==> config.mk <==
export PLATFORM = sky130hd
export DESIGN_NAME = substring_first_match
export DESIGN_NICKNAME = d
export VERILOG_FILES = /design/src/hdl/sfm_pkg.sv /design/src/hdl/sfm_front.sv /design/src/hdl/sfm_queue.sv /design/src/hdl/sfm_back.sv /design/src/hdl/substring_first_match.sv
export VERILOG_INCLUDE_DIRS = /design/src /design/src/hdl
export SDC_FILE = /design/constraint.sdc
export NUM_CORES = 1
export LEC_CHECK = 0
export ABC_AREA = 1
export BUFFER_PORTS_ARGS = -buffer_cell sky130_fd_sc_hd__buf_2
export CAP_MARGIN = 30
export CORE_MARGIN = 2
export CORE_UTILIZATION = 60
export DETAILED_ROUTE_END_ITERATION = 7
export PLACE_DENSITY = 0.76
export REMOVE_ABC_BUFFERS = 1
export SLEW_MARGIN = 20
export SYNTH_ARGS = -nofsm -noshare
export SYNTH_HDL_FRONTEND = slang
export SYNTH_SLANG_ARGS = --single-unit
==> constraint.sdc <==
create_clock -name clk -period 18 [get_ports clk]
set_clock_uncertainty 0.05 [all_clocks]
set_input_delay 1.8 -clock clk [delete_from_list [all_inputs] [get_ports clk]]
set_output_delay 1.8 -clock clk [all_outputs]
set_load 0.02 [all_outputs]
==> src/hdl/substring_first_match_defines.svh <==
// assertion macros used by the substring search back end
`ifndef SUBSTRING_FIRST_MATCH_DEFINES_SVH
`define SUBSTRING_FIRST_MATCH_DEFINES_SVH

// same-cycle implication, disabled in reset
`define SFM_ASSERT_IMP(label, clk, rst, ante, cons, msg) \
  label: assert property (@(posedge clk) disable iff (rst) (ante) |-> (cons)) \
    else $error(msg);

// next-cycle implication, disabled in reset
`define SFM_ASSERT_NEXT(label, clk, rst, ante, cons, msg) \
  label: assert property (@(posedge clk) disable iff (rst) (ante) |=> (cons)) \
    else $error(msg);

`endif

==> src/hdl/sfm_pkg.sv <==
// types and constants of the substring search block
`default_nettype none

package sfm_pkg;

  localparam logic [1:0] OP_CLEAR  = 2'd0;
  localparam logic [1:0] OP_APPEND = 2'd1;
  localparam logic [1:0] OP_TEXT   = 2'd2;
  localparam logic [1:0] OP_END    = 2'd3;

  localparam int MAX_PATTERN_LIMIT = 64;
  localparam int LEN_W   = $clog2(MAX_PATTERN_LIMIT + 1);
  localparam int COUNT_W = 17;
  localparam int START_W = 16;

  localparam int QUEUE_DEPTH = 4;
  localparam int QPTR_W = $clog2(QUEUE_DEPTH);
  localparam int QCNT_W = $clog2(QUEUE_DEPTH + 1);

  typedef struct packed {
    logic [1:0] opcode;
    logic [7:0] char_in;
  } item_t;

  typedef struct packed {
    logic               found;
    logic [START_W-1:0] match_start;
  } result_t;

  typedef enum logic [1:0] {
    CMD_CLEAR,
    CMD_APPEND,
    CMD_TEXT,
    CMD_END
  } cmd_kind_t;

  typedef struct packed {
    cmd_kind_t        kind;
    logic [7:0]       ch;
    logic [LEN_W-1:0] len;
  } cmd_t;

endpackage

`default_nettype wire

==> src/hdl/sfm_front.sv <==
// front end: accepts items, tracks pattern length and issues commands
`default_nettype none

module sfm_front #(
  parameter int MAX_PATTERN = 16
) (
  input  wire logic          clk,
  input  wire logic          rst,
  input  wire logic          item_valid,
  output logic               item_stall,
  input  wire sfm_pkg::item_t item,
  input  wire logic          full,
  output logic               push,
  output sfm_pkg::cmd_t      push_cmd
);

  localparam int LW = $clog2(MAX_PATTERN + 1);

  logic [LW-1:0] pat_len;
  logic [LW-1:0] pat_len_next;
  logic          accept;

  assign item_stall = full;
  assign accept     = item_valid && !full;

  always_comb begin
    pat_len_next  = pat_len;
    push          = 1'b0;
    push_cmd.kind = sfm_pkg::CMD_TEXT;
    push_cmd.ch   = item.char_in;
    push_cmd.len  = sfm_pkg::LEN_W'(pat_len);
    if (accept) begin
      case (item.opcode)
        sfm_pkg::OP_CLEAR: begin
          push          = 1'b1;
          push_cmd.kind = sfm_pkg::CMD_CLEAR;
          pat_len_next  = '0;
        end
        sfm_pkg::OP_APPEND: begin
          // bytes beyond a full pattern are dropped here
          if (pat_len < LW'(MAX_PATTERN)) begin
            push          = 1'b1;
            push_cmd.kind = sfm_pkg::CMD_APPEND;
            pat_len_next  = pat_len + 1'b1;
          end
        end
        sfm_pkg::OP_TEXT: begin
          push          = 1'b1;
          push_cmd.kind = sfm_pkg::CMD_TEXT;
        end
        default: begin
          push          = 1'b1;
          push_cmd.kind = sfm_pkg::CMD_END;
        end
      endcase
    end
  end

  always_ff @(posedge clk) begin
    if (rst) begin
      pat_len <= '0;
    end else begin
      pat_len <= pat_len_next;
    end
  end

endmodule

`default_nettype wire

==> src/hdl/sfm_queue.sv <==
// command queue between front and back end
`default_nettype none

module sfm_queue (
  input  wire logic          clk,
  input  wire logic          rst,
  input  wire logic          push,
  input  wire sfm_pkg::cmd_t push_cmd,
  output logic               full,
  input  wire logic          pop,
  output sfm_pkg::cmd_t      pop_cmd,
  output logic               empty
);

  sfm_pkg::cmd_t                entries [sfm_pkg::QUEUE_DEPTH];
  logic [sfm_pkg::QPTR_W-1:0]   wr_ptr;
  logic [sfm_pkg::QPTR_W-1:0]   rd_ptr;
  logic [sfm_pkg::QCNT_W-1:0]   fill;

  assign full    = (fill == sfm_pkg::QCNT_W'(sfm_pkg::QUEUE_DEPTH));
  assign empty   = (fill == '0);
  assign pop_cmd = entries[rd_ptr];

  always_ff @(posedge clk) begin
    if (rst) begin
      wr_ptr <= '0;
      rd_ptr <= '0;
      fill   <= '0;
    end else begin
      if (push) begin
        wr_ptr <= wr_ptr + 1'b1;
      end
      if (pop) begin
        rd_ptr <= rd_ptr + 1'b1;
      end
      if (push && !pop) begin
        fill <= fill + 1'b1;
      end else if (pop && !push) begin
        fill <= fill - 1'b1;
      end
    end
  end

  always_ff @(posedge clk) begin
    if (push) begin
      entries[wr_ptr] <= push_cmd;
    end
  end

endmodule

`default_nettype wire

==> src/hdl/sfm_back.sv <==
// back end: pattern store, text window, parallel compare and result register
`default_nettype none
`include "substring_first_match_defines.svh"

module sfm_back #(
  parameter int MAX_PATTERN = 16
) (
  input  wire logic          clk,
  input  wire logic          rst,
  input  wire logic          empty,
  input  wire sfm_pkg::cmd_t pop_cmd,
  output logic               pop,
  output logic               result_valid,
  input  wire logic          result_stall,
  output sfm_pkg::result_t   result
);

  localparam int LW = $clog2(MAX_PATTERN + 1);
  localparam int IW = (MAX_PATTERN > 1) ? $clog2(MAX_PATTERN) : 1;
  localparam logic [sfm_pkg::COUNT_W-1:0] COUNT_MAX = '1;

  logic [7:0]                   pattern    [MAX_PATTERN];
  logic [7:0]                   window     [MAX_PATTERN];
  logic [7:0]                   window_new [MAX_PATTERN];
  logic [sfm_pkg::COUNT_W-1:0]  text_count;
  logic [sfm_pkg::COUNT_W-1:0]  count_next;
  logic [sfm_pkg::COUNT_W-1:0]  start_raw;
  logic                         seen;
  logic [sfm_pkg::START_W-1:0]  first_start;
  logic [LW-1:0]                len;
  logic [MAX_PATTERN-1:0]       eq;
  logic                         hit;
  logic                         out_free;

  assign len      = pop_cmd.len[LW-1:0];
  assign out_free = !result_valid || !result_stall;
  assign pop      = !empty && ((pop_cmd.kind != sfm_pkg::CMD_END) || out_free);

  always_comb begin
    window_new[0] = pop_cmd.ch;
    for (int i = 1; i < MAX_PATTERN; i++) begin
      window_new[i] = window[i-1];
    end
  end

  // pattern byte j against the byte len-1-j places behind the newest
  for (genvar j = 0; j < MAX_PATTERN; j++) begin : g_cmp
    logic [LW-1:0] idx;
    assign idx   = len - LW'(j) - 1'b1;
    assign eq[j] = (LW'(j) >= len) || (pattern[j] == window_new[idx[IW-1:0]]);
  end

  assign count_next = (text_count == COUNT_MAX) ? text_count : text_count + 1'b1;
  assign start_raw  = count_next - sfm_pkg::COUNT_W'(len);
  assign hit        = !seen && (len != '0) && (count_next >= sfm_pkg::COUNT_W'(len)) && (&eq);

  always_ff @(posedge clk) begin
    if (rst) begin
      text_count   <= '0;
      seen         <= 1'b0;
      first_start  <= '0;
      result_valid <= 1'b0;
    end else begin
      if (pop && (pop_cmd.kind == sfm_pkg::CMD_END)) begin
        result_valid <= 1'b1;
      end else if (!result_stall) begin
        result_valid <= 1'b0;
      end
      if (pop) begin
        case (pop_cmd.kind)
          sfm_pkg::CMD_CLEAR, sfm_pkg::CMD_END: begin
            text_count  <= '0;
            seen        <= 1'b0;
            first_start <= '0;
          end
          sfm_pkg::CMD_TEXT: begin
            text_count <= count_next;
            if (hit) begin
              seen <= 1'b1;
              // saturate start index
              first_start <= start_raw[sfm_pkg::COUNT_W-1] ? '1
                           : start_raw[sfm_pkg::START_W-1:0];
            end
          end
          default: begin
          end
        endcase
      end
    end
  end

  always_ff @(posedge clk) begin
    if (pop) begin
      case (pop_cmd.kind)
        sfm_pkg::CMD_APPEND: begin
          pattern[len[IW-1:0]] <= pop_cmd.ch;
        end
        sfm_pkg::CMD_TEXT: begin
          window <= window_new;
        end
        sfm_pkg::CMD_END: begin
          result.found       <= (len == '0) ? (text_count != '0) : seen;
          result.match_start <= (len == '0) ? '0 : first_start;
        end
        default: begin
        end
      endcase
    end
  end

  `SFM_ASSERT_IMP(a_end_needs_room, clk, rst, pop && (pop_cmd.kind == sfm_pkg::CMD_END), out_free, "end transaction taken while result register busy")
  `SFM_ASSERT_IMP(a_start_zero_unseen, clk, rst, !seen, first_start == '0, "start index set without a match")
  `SFM_ASSERT_IMP(a_seen_drop, clk, rst, $fell(seen), $past(rst) || $past(pop && ((pop_cmd.kind == sfm_pkg::CMD_CLEAR) || (pop_cmd.kind == sfm_pkg::CMD_END))), "match latch lost without clear or end")

endmodule

`default_nettype wire

==> src/hdl/substring_first_match.sv <==
// Substring search: finds the first occurrence of a pattern of up to MAX_PATTERN bytes in a
// byte stream. Clear, append, text and end transactions are accepted at one per clock
// until the queue fills; the front end tracks pattern length and drops bytes beyond a full
// pattern, a four-entry command queue decouples it from the back end, and the back end
// executes one command per cycle, comparing every text byte against the whole pattern in
// parallel. An end transaction passes through the queue and then the result register; it
// waits in the queue only while the result register holds an untaken result, and input
// stalls once the queue fills. No clearing pass is needed after reset.
`default_nettype none

module substring_first_match #(
  parameter int MAX_PATTERN = 16
) (
  input  wire logic             clk,
  input  wire logic             rst,
  input  wire logic             item_valid,
  output logic                  item_stall,
  input  wire sfm_pkg::item_t   item,
  output logic                  result_valid,
  input  wire logic             result_stall,
  output sfm_pkg::result_t      result
);

  logic          push;
  logic          full;
  logic          pop;
  logic          empty;
  sfm_pkg::cmd_t push_cmd;
  sfm_pkg::cmd_t pop_cmd;

  sfm_front #(
    .MAX_PATTERN(MAX_PATTERN)
  ) u_front (
    .clk       (clk),
    .rst       (rst),
    .item_valid(item_valid),
    .item_stall(item_stall),
    .item      (item),
    .full      (full),
    .push      (push),
    .push_cmd  (push_cmd)
  );

  sfm_queue u_queue (
    .clk     (clk),
    .rst     (rst),
    .push    (push),
    .push_cmd(push_cmd),
    .full    (full),
    .pop     (pop),
    .pop_cmd (pop_cmd),
    .empty   (empty)
  );

  sfm_back #(
    .MAX_PATTERN(MAX_PATTERN)
  ) u_back (
    .clk         (clk),
    .rst         (rst),
    .empty       (empty),
    .pop_cmd     (pop_cmd),
    .pop         (pop),
    .result_valid(result_valid),
    .result_stall(result_stall),
    .result      (result)
  );

endmodule

`default_nettype wire

# Yosys cells after proc, flatten, opt, wreduce, memory -nomap -nowiden
# Memories as Yosys holds them, arrays and structs flattened. A register that Yosys moved wholly into a read port is not among the register bits.
# Index checks and enable logic that the tools add are counted.
# totals
reg_bits,184
mem_bits_rw,188
input_bits,14
out_inout_bits,19
word_cells,265
n_memories,2
# op_classes
add_sub_neg,37
order_cmp,34
n_eq_ne,27
muxes,75
bitwise,16
n_reduce_logical,49
# mem_list
memory,depth,word_bits,read_ports,rd_clocked_by_memory_dff,write_ports,line_no,text
u_back.pattern,16,8,16,0,1,sfm_back.sv:22,logic [7:0] pattern [MAX_PATTERN];
u_queue.entries,4,15,1,1,1,sfm_queue.sv:15,sfm_pkg::cmd_t entries [sfm_pkg::QUEUE_DEPTH];
# ops
op,count
$bmux W8 S4,16
$mux W8,32
$eq A8 B8 Y1,16
$ge A5 B5 Y1 const B,16
$not A4 Y5,16
$sub A4 B1 Y4 const B,16
$ge A4 B5 Y1 const A,8
$pmux W17 S2,1
$mux W16,2
$pmux W16 S2,1
$sub A4 B4 Y4 const B,8
$ge A3 B5 Y1 const A,4
$logic_or A1 B1 Y1,18
$add A17 B1 Y17 const B,1
$eq A17 B17 Y1 const B,1
$ge A17 B5 Y1,1
$mux W17,1
$reduce_bool A17 Y1,1
$sub A17 B5 Y17,1
$reduce_and A16 Y1,1
$sub A4 B3 Y4 const B,4
$mux W1,12
$ge A1 B5 Y1 const A,2
$ge A2 B5 Y1 const A,2
27 further kinds,57

# Longest topological paths before layout
# depth
word_depth,12
depth_mapped,31
mapped_depth_nobuf,27

# By module
# Synthesis repeated with hierarchy kept, for this count alone.
# hier_totals
cells_unflattened,3028
hier_area_um2,23702.7
# by_module_without_submodules
mod,instances,cells_each,area_each_um2,seq_area_each_um2
sfm_back,1,2749,20300.7,8658.3
sfm_queue,1,222,3026.7,2222.1
sfm_front,1,57,375.4,100.1

# Worst setup path after synthesis
# Ideal clock, no wire load.
# synth_timing
path_kind,input to register
start,in result_stall
end,reg u_back.first_start[6] in the netlist's numbering
setup_time_ps,132
arrival_ps,8493
required_time_ps,17818
path_slack_ps,9325
cell_stages,15
path_buffers,1
cell_sequence,nand2_1 -> inv_1 -> nand2_1 -> nand2_1 -> nor2_1 -> inv_1 -> nor3_1 -> nand2_1 -> nor2_1 -> nand2_2 -> nor2_8 -> nand2_4 -> buf_6 -> nand3_1 -> a21oi_1
# synth_between
elab_chain_len,5
# synth_rtl
element,line_no,text
"start, declared",substring_first_match.sv:20,"input wire logic result_stall,"
$logic_not A1 Y1,sfm_back.sv:36,assign out_free = !result_valid || !result_stall;
$logic_or A1 B1 Y1,sfm_back.sv:36,
$logic_or A1 B1 Y1,sfm_back.sv:37,assign pop = !empty && ((pop_cmd.kind != sfm_pkg::CMD_END) || out_free);
$logic_and A1 B1 Y1,sfm_back.sv:37,
$reduce_and A3 Y1 (no line),--,
"end signal, assigned",sfm_back.sv:81,first_start <= start_raw[sfm_pkg::COUNT_W-1] ? '1
"end, declared",sfm_back.sv:29,logic [sfm_pkg::START_W-1:0] first_start;
# Every way passes these cells.
# A chain may end at the register's enable or synchronous reset.

==> key figures <==
Run status
  – Status: finished, violations left
  – Failing checks: DRC

Clock tree
  – Hold Buf Count CTS: 0
  – Root Buffer: clkbuf_16
  – TritonCTS clock tree: done
  – Clock Path Buffers: 3
  – Post_cts resized: 0
  – Clock-pin slew on the worst setup and hold paths: approximately 60 ps
  – Total clock sinks: roughly 370
  – H-tree depth: 2
  – Postcts setup bufs: 0
  – Clk_lat worst skew: 620 ps
  – CTS buffer count: 42

Final layout
  – Fin cells: around 3900
  – # fillers: 3347
  – Layout area overhead: 8.11%
  – N_diodes: 0
  – Final instance area: approximately 26000 um2
  – Final net count: roughly 3400
  – Post-layout util: 0.658
  – Layout cells sized above 1: 0.0529

Synthesis
  – Fraction of the yosys area taken by sequential cells: 0.444
  – Syn Inst Count: between 3000 and 4000
  – Largest area contributor in the netlist: edfxtp_1
  – Cell Area, Synth: between 20000 and 25000 um2
  – Synth top area share: 0.404
  – Ys async rst share: 0
  – Mean post-synth cell area: 7.24 um2
  – Ys flop type: edfxtp_1
  – Top cells by area, synth: edfxtp_1 40%, nand2_1 19%, nand3_1 18%, inv_1 4.1%, dfxtp_1 4.1%
  – YS warnings: 0
  – Post-synth EDFFs: about 330
  – Netlist cell types: between 40 and 50
  – Number of synthesized register bits: roughly 370

Critical path
  – Crit end category: register
  – Critical path required time: approximately 18000 ps
  – WP data arrival: between 7000 and 8000 ps
  – Critical Path Source Type: register
  – Worst-path fanout max: 80
  – Cells on worst reg2reg path: 24
  – Setup CP Type: register to register
  – RR Endpoint: u_back.first_start[4]$_SDFFE_PP0P_
  – Reg2Reg Setup Slack: 11230 ps
  – Worst setup path endpoint: u_back.first_start[4]$_SDFFE_PP0P_

Worst hold path
  – Tightest Hold Check Type: register to register
  – Worst hold start: u_back.window[74]$_DFFE_PP_

Floorplanning
  – Boundary pin count: 33
  – Chip width: 205 um
  – Row count: 73
  – Core Area: between 30000 and 40000 um2
  – DIE AREA: about 42000 um2
  – Starting density of the core: 0.608
  – Die H: about 200 um

Global route
  – Global-route wire length before repair: around 130000 um
  – Largest net degree at the start of global routing: 88
  – Vias in the first global route: ~23000
  – GRT Overall Usage: 0.414
  – Initial antenna violation count: 1
  – Total grt overflow: 0

Timing
  – Slew @ Worst Pin: between 1000 and 1500 ps
  – Unrepaired setup endpoints after global routing: false
  – Setup_tns: 0 ps
  – Max Fclk: 148 MHz
  – Fin crit share: 0.376
  – Max-slew violation count: 0
  – Period minus WS final: around 6800 ps
  – Setup violators final: 0
  – Final Hold Fails: 0
  – Slew HR: 0.286

Detailed routing
  – Drt via density: ~6.3
  – DRT Pass-1 Iters: 8
  – Total wire length: ~86000 um
  – Antenna-violating nets left: 0
  – Routed len/inst: between 20 and 25 um
  – Routed vias: 24200
  – Initial DRC count: around 3600
  – Drc violations: 1

Placement
  – Final HPWL DP: between 60000 and 70000 um
  – Port Buffers: 32
  – Dpl cells: between 3000 and 4000
  – Routability cong.: 1.00
  – Placement Cell Area: 24600 um2

Job
  – Max-cap check violation count: 0
[cells in the final DEF, fill, tap and decap left out, types with 5 or more instances in the layout]
cell type,Yosys,final
a21oi_1,58,58
buf_2,59,32
edfxtp_1,325,325
or2_2,5,5
dfxtp_1,49,49
clkinv_1,4,7
clkbuf_1,49,7
nand4_1,9,9
nand3_1,878,877
ha_1,29,28
inv_2,13,13
buf_4,9,39
clkbuf_16,0,45
xor2_1,15,14
nor3_1,15,15
nor2_1,133,132
nand3b_1,63,63
inv_1,263,263
o21ai_0,53,53
xnor2_1,11,11
nand2_1,1225,1223
o21ai_1,6,6
clkinv_2,0,5
nand2_2,6,6
[registers in the layout (all words and copies together) (netlist names), named ones only]
register,count
u_queue.entries,60
u_front.pat_len,5
u_back.window,120
u_back.first_start,16
u_queue.rd_ptr,2
u_queue.fill,3
u_back.result,17
u_back.seen,1
u_queue.wr_ptr,2
u_back.result_valid,1
u_back.pattern,128
u_back.text_count,17
[Yosys cell counts, drive strengths merged (2+ instances only)]
cell and count:
a32oi 3, dfxtp 49, buf 96, fa 2
a311oi 3, nor4 3, a21oi 58, edfxtp 325
a21o 2, clkbuf 49, xor2 18, nor2 134
o21ai 59, o211ai 4, clkinv 4, inv 276
nand2 1232, nand4 9, a31oi 2, nor3 16
nand3 879, or2 5, ha 29, a22oi 3
xnor2 12, nand3b 63
[cell type report]
class,instances,area [um2],share of cell area
clock buffer,54,1180,0.0452
clock inverter,22,277,0.0106
inverter,280,1050,0.0402
multi-input combinational,2540,11700,0.449
sequential,374,10700,0.411
tap,525,657,0.0251
timing repair buffer,73,492,0.0188
[cell families after synthesis]
| logic type | share of synthesized area |
|---|---|
| compound gates | 0.0304 |
| xor+xnor | 0.0126 |
| fa+ha+maj | 0.0167 |
| buf+inv | 0.0717 |
| flops | 0.444 |
| simple gates | 0.424 |
[per-layer routing]
metal  vias to the layer above  track usage  share of wire
li1                      11100            -              -
met1                     11300        0.510           0.36
met2                      1536        0.669           0.46
met3                       347       0.0842           0.10
met4                         0        0.257          0.071
met5                         -            0              0
[stage by stage]
step	hold slack, ps	worst slack, ps
2_1_floorplan	376	8570
3_3_place_gp	382	11610
3_5_place_dp	384	11450
4_1_cts	403	11460
5_1_grt	413	10810
6_report	402	11230
[worst max-delay path: stages, from the launching register on]
cell and delay [ps]:
dfxtp_1 300, buf_4 240, inv_2 430, nand2_1 160, nand3_2 90, buf_4 420
nand2_4 570, ha_2 470, buf_4 370, inv_2 200, buf_4 690, nand3_1 370
nand2_1 150, nand2_1 60, nand3_1 110, nand2_1 100, xor2_1 190, nor3_1 370
nand2_1 190, nand2_1 160, nand2_1 140, nand2_2 310, nand2_4 190, nand3_1 110
a21oi_1 100
[worst min path at each step]
stage | cells past startpoint | end | slack (ps)
6_report | 0 | u_back.window[66]$_DFFE_PP_ | 400
5_1_grt | 0 | u_back.window[12]$_DFFE_PP_ | 410
4_1_cts | 0 | u_back.window[86]$_DFFE_PP_ | 400
3_5_place_dp | 0 | u_back.window[11]$_DFFE_PP_ | 380
3_3_place_gp | 0 | u_back.window[87]$_DFFE_PP_ | 380
2_1_floorplan | 0 | u_back.window[10]$_DFFE_PP_ | 380
Power is not shown: default switching activity piles up to over one toggle a cycle in this logic, so the estimate is an artifact.
